**src/sv/sre_pkg.sv**
```systemverilog
`timescale 1ns / 1ps

package sre_pkg;

   // result slots in the output queue
   localparam int QUEUE_DEPTH = 4;
   localparam int QPTR_BITS   = 2;

   // results that one processed index pushes into the queue, in order
   typedef struct packed {
      logic one;   // at least one range ready
      logic two;   // a broken range and the final single both ready
   } push_type;

endpackage

```
**src/sv/sre_core.sv**
```systemverilog
`timescale 1ns / 1ps

module sre_core
   import sre_pkg::*;
#(
   parameter int INDEX_BITS = 32,
   localparam int RANGE_BITS = 4 * INDEX_BITS + 3
) (
   input  logic                  clock,
   input  logic                  reset,
   input  logic                  step_en,
   input  logic [INDEX_BITS-1:0] index,
   input  logic                  is_last,
   output push_type              push,
   output logic [RANGE_BITS-1:0] range0,
   output logic [RANGE_BITS-1:0] range1
);

   localparam int EW = INDEX_BITS + 1;

   typedef enum logic [2:0] {
      PH_IDLE   = 3'b001,
      PH_SINGLE = 3'b010,
      PH_STRIDE = 3'b100
   } phase_type;

   phase_type             phase_ff, phase_in, mid_phase;
   logic [INDEX_BITS-1:0] open_begin_ff, mid_begin;
   logic [INDEX_BITS-1:0] open_last_ff, mid_last;
   logic [INDEX_BITS-1:0] open_step_ff, mid_step;
   logic [EW-1:0]         open_members_ff, mid_members;
   logic [INDEX_BITS-1:0] diff_last, diff_begin;
   logic                  brk;
   logic [RANGE_BITS-1:0] brk_range, fin_range;

   // packed range: begin lowest, then end, step, members, final flag
   function automatic logic [RANGE_BITS-1:0] pack_range(
      input logic                  stride,
      input logic [INDEX_BITS-1:0] b,
      input logic [INDEX_BITS-1:0] l,
      input logic [INDEX_BITS-1:0] s,
      input logic [EW-1:0]         m,
      input logic                  fin
   );
      logic [EW-1:0]         e;
      logic [INDEX_BITS-1:0] st;
      e  = {1'b0, l} + EW'(1);
      st = stride ? s : INDEX_BITS'(1);
      return {fin, m, st, e, b};
   endfunction

   assign diff_last  = index - open_last_ff;
   assign diff_begin = index - open_begin_ff;

   always_comb begin
      mid_phase   = phase_ff;
      mid_begin   = open_begin_ff;
      mid_last    = open_last_ff;
      mid_step    = open_step_ff;
      mid_members = open_members_ff;
      brk         = 1'b0;
      unique case (phase_ff)
         PH_SINGLE: begin
            if (index != open_last_ff) begin
               mid_phase   = PH_STRIDE;
               mid_step    = diff_begin;
               mid_last    = index;
               mid_members = EW'(2);
            end
         end
         PH_STRIDE: begin
            if (index == open_last_ff) begin
               // repeated index, dropped
               mid_phase = PH_STRIDE;
            end else if (diff_last == open_step_ff) begin
               mid_last = index;
               if (open_members_ff != {EW{1'b1}}) begin
                  mid_members = open_members_ff + EW'(1);
               end
            end else begin
               brk         = 1'b1;
               mid_phase   = PH_SINGLE;
               mid_begin   = index;
               mid_last    = index;
               mid_members = EW'(1);
            end
         end
         default: begin
            mid_phase   = PH_SINGLE;
            mid_begin   = index;
            mid_last    = index;
            mid_members = EW'(1);
         end
      endcase
      phase_in = is_last ? PH_IDLE : mid_phase;
   end

   assign brk_range = pack_range(phase_ff == PH_STRIDE, open_begin_ff, open_last_ff,
                                 open_step_ff, open_members_ff, 1'b0);
   assign fin_range = pack_range(mid_phase == PH_STRIDE, mid_begin, mid_last,
                                 mid_step, mid_members, 1'b1);

   assign push.one = step_en & (brk | is_last);
   assign push.two = step_en & brk & is_last;
   assign range0   = brk ? brk_range : fin_range;
   assign range1   = fin_range;

   always_ff @(posedge clock) begin
      if (reset) begin
         phase_ff <= PH_IDLE;
      end else if (step_en) begin
         phase_ff <= phase_in;
      end
   end

   always_ff @(posedge clock) begin
      if (step_en) begin
         open_begin_ff   <= mid_begin;
         open_last_ff    <= mid_last;
         open_step_ff    <= mid_step;
         open_members_ff <= mid_members;
      end
   end

endmodule

```
**src/sv/sre_out_queue.sv**
```systemverilog
`timescale 1ns / 1ps

module sre_out_queue
   import sre_pkg::*;
#(
   parameter int RANGE_BITS = 131
) (
   input  logic                  clock,
   input  logic                  reset,
   input  push_type              push,
   input  logic [RANGE_BITS-1:0] range0,
   input  logic [RANGE_BITS-1:0] range1,
   output logic                  room,
   output logic                  out_valid,
   input  logic                  out_ready,
   output logic [RANGE_BITS-1:0] out_range
);

   localparam int CW = QPTR_BITS + 1;

   logic [RANGE_BITS-1:0] slot_ff [QUEUE_DEPTH];
   logic [QPTR_BITS-1:0]  wr_ptr_ff, wr_ptr_in;
   logic [QPTR_BITS-1:0]  rd_ptr_ff, rd_ptr_in;
   logic [CW-1:0]         count_ff, count_in;
   logic                  pop;

   assign out_valid = (count_ff != '0);
   assign out_range = slot_ff[rd_ptr_ff];
   assign pop       = out_valid & out_ready;
   // two free slots, so a break on the final index always fits
   assign room      = (count_ff <= CW'(QUEUE_DEPTH - 2));

   assign wr_ptr_in = wr_ptr_ff + QPTR_BITS'(push.one) + QPTR_BITS'(push.two);
   assign rd_ptr_in = rd_ptr_ff + QPTR_BITS'(pop);
   assign count_in  = count_ff + CW'(push.one) + CW'(push.two) - CW'(pop);

   always_ff @(posedge clock) begin
      if (push.one) begin
         slot_ff[wr_ptr_ff] <= range0;
      end
      if (push.two) begin
         slot_ff[wr_ptr_ff + QPTR_BITS'(1)] <= range1;
      end
   end

   always_ff @(posedge clock) begin
      if (reset) begin
         wr_ptr_ff <= '0;
         rd_ptr_ff <= '0;
         count_ff  <= '0;
      end else begin
         wr_ptr_ff <= wr_ptr_in;
         rd_ptr_ff <= rd_ptr_in;
         count_ff  <= count_in;
      end
   end

endmodule

```
**src/sv/stride_range_encoder.sv**
```systemverilog
`timescale 1ns / 1ps

// stride range encoder
// req channel: one sorted index per transfer in req_tdata, req_tlast on the
// final index of a set. repeated indices are dropped; distinct ones are packed
// into arithmetic ranges (begin, exclusive end, step, member count).
// rsp channel: one range per transfer, rsp_tlast on the final range of a set.
// a set ends after the req transfer with req_tlast; the next index opens a new set.
// path: a range caused by an index passes the input register, then the result
// queue, before its rsp transfer.
// throughput: one index per cycle; an index yields zero, one or two ranges,
// and the four-slot result queue drains one range per cycle while rsp_tready
// is high. the input register moves on only while two queue slots are free,
// so req_tready drops when the rsp side stalls until fewer than two are free.
// reset: synchronous, clears the open range and empties the queue.
module stride_range_encoder
   import sre_pkg::*;
#(
   parameter int INDEX_BITS = 32,
   localparam int IN_DATA_BITS  = ((INDEX_BITS + 7) / 8) * 8,
   localparam int OUT_DATA_BITS = ((4 * INDEX_BITS + 2 + 7) / 8) * 8
) (
   input  logic                     clock,
   input  logic                     reset,
   input  logic                     req_tvalid,
   output logic                     req_tready,
   input  logic [IN_DATA_BITS-1:0]  req_tdata,   // index
   input  logic                     req_tlast,   // is_last
   output logic                     rsp_tvalid,
   input  logic                     rsp_tready,
   output logic [OUT_DATA_BITS-1:0] rsp_tdata,   // range_begin, range_end,
                                                 // range_step, range_members
   output logic                     rsp_tlast    // run_last
);

   localparam int RANGE_BITS = 4 * INDEX_BITS + 3;
   localparam int DATA_BITS  = 4 * INDEX_BITS + 2;

   logic                  in_valid_ff, in_valid_in;
   logic [INDEX_BITS-1:0] in_index_ff;
   logic                  in_last_ff;
   logic                  room, step_en, req_take;
   push_type              push;
   logic [RANGE_BITS-1:0] range0, range1, out_range;

   assign step_en    = in_valid_ff & room;
   assign req_tready = ~in_valid_ff | room;
   assign req_take   = req_tvalid & req_tready;
   assign in_valid_in = req_take | (in_valid_ff & ~room);

   always_ff @(posedge clock) begin
      if (reset) begin
         in_valid_ff <= 1'b0;
      end else begin
         in_valid_ff <= in_valid_in;
      end
   end

   always_ff @(posedge clock) begin
      if (req_take) begin
         in_index_ff <= req_tdata[INDEX_BITS-1:0];
         in_last_ff  <= req_tlast;
      end
   end

   sre_core #(
      .INDEX_BITS (INDEX_BITS)
   ) u_core (
      .clock   (clock),
      .reset   (reset),
      .step_en (step_en),
      .index   (in_index_ff),
      .is_last (in_last_ff),
      .push    (push),
      .range0  (range0),
      .range1  (range1)
   );

   sre_out_queue #(
      .RANGE_BITS (RANGE_BITS)
   ) u_queue (
      .clock     (clock),
      .reset     (reset),
      .push      (push),
      .range0    (range0),
      .range1    (range1),
      .room      (room),
      .out_valid (rsp_tvalid),
      .out_ready (rsp_tready),
      .out_range (out_range)
   );

   assign rsp_tdata = OUT_DATA_BITS'(out_range[DATA_BITS-1:0]);
   assign rsp_tlast = out_range[RANGE_BITS-1];

   // a second range only comes with a final index
   a_two_needs_last: assert property (@(posedge clock) disable iff (reset)
      push.two |-> (push.one && in_last_ff))
      else $error("second range pushed without a final index");

   // every push comes from an item processed with queue room
   a_push_needs_room: assert property (@(posedge clock) disable iff (reset)
      push.one |-> (in_valid_ff && room))
      else $error("range pushed without a processed index");

   // a held input item keeps its payload
   a_hold_stage: assert property (@(posedge clock) disable iff (reset)
      (in_valid_ff && !room) |=> (in_valid_ff && $stable(in_index_ff)
                                  && $stable(in_last_ff)))
      else $error("input register lost a stalled index");

   // a req transfer always lands in the input register
   a_take_lands: assert property (@(posedge clock) disable iff (reset)
      (req_tvalid && req_tready) |=> in_valid_ff)
      else $error("accepted index not captured");

endmodule
```
**config.mk**
```make
export PLATFORM = sky130hd
export DESIGN_NAME = stride_range_encoder
export DESIGN_NICKNAME = d
export VERILOG_FILES = /design/src/sv/sre_pkg.sv /design/src/sv/sre_core.sv /design/src/sv/sre_out_queue.sv /design/src/sv/stride_range_encoder.sv
export SDC_FILE = /design/constraint.sdc
export NUM_CORES = 1
export LEC_CHECK = 0
export ABC_AREA = 1
export BUFFER_PORTS_ARGS = -buffer_cell sky130_fd_sc_hd__buf_2
export CAP_MARGIN = 20
export CORE_MARGIN = 4
export CORE_UTILIZATION = 35
export CTS_BUF_LIST = sky130_fd_sc_hd__clkbuf_8 sky130_fd_sc_hd__clkbuf_16
export DETAILED_ROUTE_END_ITERATION = 6
export SYNTH_ARGS = -nofsm -noshare
export SYNTH_HDL_FRONTEND = slang
export SYNTH_SLANG_ARGS = --single-unit
export TNS_END_PERCENT = 50
```
**constraint.sdc**
```tcl
create_clock -name clock -period 10.6 [get_ports clock]
set_input_delay 1.59 -clock clock [delete_from_list [all_inputs] [get_ports clock]]
set_output_delay 1.59 -clock clock [all_outputs]
set_load 0.005 [all_outputs]
```
# After elaboration in Yosys (flattened, before gate mapping)

Memory sizes are Yosys's and may differ from the RTL's. A register that Yosys moved wholly into a read port is not among the register bits.
Index checks and enable logic that the tools add are counted.

Register bits: 173
Bits in latches: 0
Bits in writable memories: 524
ROM bits: 0
Bits of input ports: 37
Output and inout bits: 139
Word-level logic and storage cells: 74
Memories kept: 1

Memories:

| memory          | words | bits a word | read ports | clocked after Yosys merged registers in | wr ports | line                | source |
|---|---|---|---|---|---|---|---|
| u_queue.slot_ff | 4     | 131         | 1          | 1                                       | 2        | sre_out_queue.sv:21 | `logic [RANGE_BITS-1:0] slot_ff [QUEUE_DEPTH];` |

$add $sub $neg: 12
Multiply operators: 0
Div/mod/pow operators: 0
Magnitude comparators: 1
Eq/ne operators: 7
Shifts and indexed selects: 0
Multiplexer cells: 29
Bitwise gates (word level): 12
Reductions and logical operators: 1

Operators by type and width:

| operator                                                        | number |
|---|---|
| 2-to-1 mux 32 bit                                               | 8 |
| 2-to-1 mux 33 bit                                               | 4 |
| 2-to-1 mux 131 bit                                              | 1 |
| one-hot mux 32 bit (2 select lines)                             | 2 |
| adder 32 x 1 -> 33 bit (second input constant)                  | 2 |
| one-hot mux 33 bit (2 select lines)                             | 1 |
| equality test 32 bit                                            | 2 |
| subtractor 32 bit                                               | 2 |
| adder 33 x 1 -> 33 bit (second input constant)                  | 1 |
| != test 33 bit (second input constant)                          | 1 |
| != test 32 bit                                                  | 1 |
| 2-to-1 mux 3 bit                                                | 4 |
| bitwise AND 1 bit                                               | 7 |
| 2-to-1 mux 1 bit                                                | 7 |
| adder 2 x 1 -> 2 bit                                            | 3 |
| adder 3 x 1 -> 3 bit                                            | 2 |
| equality test 3 bit (second input constant)                     | 2 |
| one-hot mux 3 bit (2 select lines)                              | 1 |
| equality test 3 x 2 -> 1 bit (second input constant)            | 1 |
| less-or-equal comparator 3 x 2 -> 1 bit (second input constant) | 1 |
| bitwise OR 1 bit                                                | 3 |
| nonzero test 3 bit                                              | 1 |
| subtractor 3 x 1 -> 3 bit                                       | 1 |
| adder 2 x 1 -> 2 bit (second input constant)                    | 1 |
| other kinds (2)                                                 | 3 |

# Logic depth before layout (Yosys ltp)

Word-level depth: 10
Gate-level depth with buffers: 29
Depth with buffers taken out: 28

# By module

Synthesis repeated with hierarchy kept, for this count alone.

Cells, all modules: 6426
Area, all modules: 46702.3 um^2

Modules (own cells, without submodules):

| module               | instances | cells an instance | area an instance (um^2) | seq. area each (um^2) |
|---|---|---|---|---|
| sre_out_queue        | 1         | 3869              | 29993.8                 | 15875.2 |
| sre_core             | 1         | 2509              | 15613.7                 | 3933.8 |
| stride_range_encoder | 1         | 48                | 1094.8                  | 1011.0 |

# Least setup slack after synthesis

No wires, ideal clock.

Path type: flip-flop to flip-flop
Start point: register u_queue.count_ff[1]
End point: memory u_queue.slot_ff[3][0], enable pin
Arrival: 7.252 ns
Slack: 2.853 ns
Cell stages (with the launch flop): 11
Buffers on the path: 0
Period minus slack after synthesis: 7.747 ns
Cell sequence: dfxtp_1 inv_1 ha_1 inv_1 nand2_1 nand2_1 inv_1 nand2_1 nand2_8 nand2_4 nand2_1

RTL lines:

| item                   | line                | source |
|---|---|---|
| start, declared        | sre_out_queue.sv:24 | `logic [CW-1:0] count_ff, count_in;` |
| start signal, assigned | sre_out_queue.sv:54 | `count_ff <= count_in;` |
| end, declared          | sre_out_queue.sv:21 |  |

==> key figures <==
Die
  • Core area: about 120000 um2
  • I/O pins: about 180
  • Chip Height: 355 um
  • Die Width: 355 um
  • Row count: around 130
  • DIE AREA: around 130000 um2
  • Initial core utilization: 0.352

Clocking
  • CTS tree: yes
  • Worst-path clk slew: roughly 60 ps
  • Post_cts resized: 0
  • CTS buffer count: slightly above 80
  • H-tree depth: 3
  • Clk buf depth: 3
  • Root buffer cell: clkbuf_16
  • Post-CTS setup buffer count: 0
  • Hold buffers post-CTS: 0
  • Clock Sinks: approximately 700
  • Clock Latency Late Sink: slightly below 700 ps

Hold path
  • Hold crit path type: register to register

Critical path
  • Crit Path Class: register to register
  • CP Max Fanout: 50
  • CP required: 10970 ps
  • Crit path DAT: around 6700 ps
  • CP endpoint kind: register
  • Startpoint Class: register

Yosys
  • Yosys reg bits: approximately 700
  • Mapped Area: ~42000 um2
  • Syn_area_per_cell: approximately 8 um2
  • Sequential fraction of the synthesis area: 0.492
  • Post-synth top flop: edfxtp_1
  • Cell accounting for the most synthesized area: edfxtp_1
  • Synth warn: 0
  • Yosys cell types: 64
  • Area contributors post-synth: edfxtp_1 49%, nand2_1 13%, nor2_1 5.3%
  • EDFF count, synth: just under 700
  • Mapped Cells: slightly above 5000
  • Post-synth ARST share: 0
  • Synth top area share: 0.485

Finish
  • Footprint of the multi-input gates: about 18000 um2
  • Share of post-route cells with drive strength above 1: 0.0944
  • Non-filler instance count after layout: 6920
  • Layout Utilization: 0.392
  • NumNets Final: about 5400
  • Fill cells: around 12000
  • Fin area: between 40000 and 50000 um2
  • Register Area: between 20000 and 25000 um2
  • Area growth from synthesis to final layout: 11.4%

Placed design
  • GPL Wtd Cong: between 1 and 1.5
  • Hpwl dp: approximately 110000 um
  • Port Buffers: around 170
  • Area after detailed placement: between 40000 and 50000 um2
  • Pre-CTS setup slack: about 4400 ps
  • Dpl cells: approximately 6800

Pwr
  • PwrDens: approximately 190 nW/um2
  • Max VDD drop: around 0.15 mV
  • Flop pwr share: 0.379
  • Combinational fraction of design power: 0.308
  • Switching part of the total: 0.374
  • Clock power frac: 0.313
  • Switching power total: 0.00337 W
  • P_leak: just under 20 nW
  • Internal: about 0.0056 W

Route
  • DR iter-0 viols: 4000
  • Vias: between 30000 and 40000
  • Routed wire length per instance: roughly 22 um
  • Final wirelength: around 150000 um
  • Drt via density: roughly 5.3
  • Drt first pass iters: 6
  • Drt drc: 0
  • Final ANT Viol Nets: 0

Global route
  • Vias in the first global route: between 30000 and 40000
  • First-pass GRT wire length: roughly 220000 um
  • Largest net degree at the start of global routing: about 170
  • Total gr overflow: 0
  • Initial antenna violation count: 3
  • Tot GR Track Use: 0.235

STA
  • Final worst slack: 4290 ps
  • Final setup fails: 0
  • Final Cycle Share: 0.595
  • Final setup skew: approximately 47 ps
  • Max Transition Viols Final: 0
  • Slew @ Worst Pin: 1120 ps
  • Slew margin rel.: 0.256
  • Min Tclk post-route: 6310 ps
  • Final TNS setup: 0 ps
  • RSZ-0062 raised after global routing: false
  • Fmax achieved: roughly 160 MHz
  • Final count of hold timing violations: 0

Outcome
  • Status: finished clean

Flow run
  • Maximum capacitance violations: 0
-- through the flow --
step                total power [W]  hold WS (ps)
finish                      0.00901           476
global route                0.00943           495
CTS                         0.00906           473
detailed placement          0.00624           457
global placement            0.00623           454
floorplan                   0.00505           437
-- cell families (layout without fill, tap and decap cells) --
group / count (synthesis) / in the layout / synth area share
buffers and inverters: 798 / 911 / 0.0781
other: 1 / 9 / 0.0000889
adders and majority gates: 74 / 74 / 0.0228
AOI/OAI and AO/OA: 818 / 818 / 0.110
xor gates and xnor gates: 148 / 148 / 0.0311
DFF: 697 / 697 / 0.492
and+or+nand+nor: 2651 / 2651 / 0.265
-- final cells by class --
class                      instances  area share
inverter                         539      0.0435
antenna                            3    0.000160
clock buffer                      83      0.0440
timing repair buffer             226      0.0276
tap                             1612      0.0429
multi-input combinational       3697       0.387
clock inverter                    63      0.0124
sequential                       697       0.442
-- sequential cells by signal (all words and copies together) (netlist names) --
signal / cells
in_index_ff: 32
u_core.phase_ff: 3
u_core.open_members_ff: 33
u_core.open_step_ff: 32
u_queue.slot_ff: 524
u_core.open_last_ff: 32
u_queue.rd_ptr_ff: 2
in_valid_ff: 1
u_queue.count_ff: 3
u_queue.wr_ptr_ff: 2
in_last_ff: 1
u_core.open_begin_ff: 32
-- cells in the final DEF (no fill, tap or decap), drive strengths merged, types with 3 or more instances in the layout --
cell,instances
a21boi,4
a21o,5
a21oi,95
a31oi,9
and2,3
buf,226
bufinv,8
clkbuf,83
clkinv,44
conb,6
dfxtp,15
diode,3
edfxtp,682
fa,5
ha,69
inv,549
nand2,1488
nand3,369
nand3b,14
nand4,74
nor2,618
nor3,52
nor3b,3
nor4,19
o211ai,6
o21a,4
o21ai,550
o21bai,7
o22ai,132
or2,11
xnor2,37
xor2,111
-- final timing paths --
| path | from | to | slack, ps | cells after the start |
|---|---|---|---|---|
| max | in_index_ff[0] | u_queue.slot_ff[0][49] | 4290 | 24 |
| min | u_queue.slot_ff[1][130] | u_queue.slot_ff[1][130] | 480 | 2 |
| max reg2reg | in_index_ff[0] | u_queue.slot_ff[0][49] | 4290 | 24 |
| min reg2reg | u_queue.slot_ff[1][130] | u_queue.slot_ff[1][130] | 480 | 2 |
-- layer usage --
metal	track usage	wire length, um
met1	0.326	66500
met2	0.381	70100
met3	0.0276	10600
met4	0.0796	5170
met5	0	0
-- cells in the mapped netlist (71+ instances only) --
| library cell | number |
|---|---|
| buf_2 | 73 |
| nand2_1 | 1464 |
| clkbuf_1 | 137 |
| nor2_1 | 591 |
| a21oi_1 | 94 |
| nand4_1 | 71 |
| nand3_1 | 362 |
| o21ai_0 | 413 |
| inv_1 | 512 |
| o21ai_1 | 91 |
| edfxtp_1 | 682 |
| xor2_1 | 110 |
| o22ai_1 | 132 |
-- power groups by stage --
stage | Combinational [W] | Sequential, W | Clock (W)
5_1_grt | 0.00302 | 0.00343 | 0.00298
2_1_floorplan | 0.00168 | 0.00337 | 0
3_5_place_dp | 0.00277 | 0.00347 | 0
6_report | 0.00277 | 0.00342 | 0.00282
4_1_cts | 0.00278 | 0.00341 | 0.00287
3_3_place_gp | 0.00277 | 0.00346 | 0
-- critical path, cell delays in order, from the launching register on --
cell,delay [ps]
edfxtp_1,590
inv_1,180
ha_1,250
fa_1,400
inv_1,120
nand2_1,100
nand2_1,90
nand3_1,120
nand2_1,180
nand2_1,70
nand2_1,120
nand2_1,60
nor3_1,350
nand2_1,90
nor2_1,150
nand3_1,140
nor2_2,250
nand2_4,150
nand3_4,130
nand2_8,170
nand2_4,350
clkinv_2,780
buf_4,670
nand2_1,170
o21ai_0,100
Note: power is estimated with default switching activity, not from simulation.
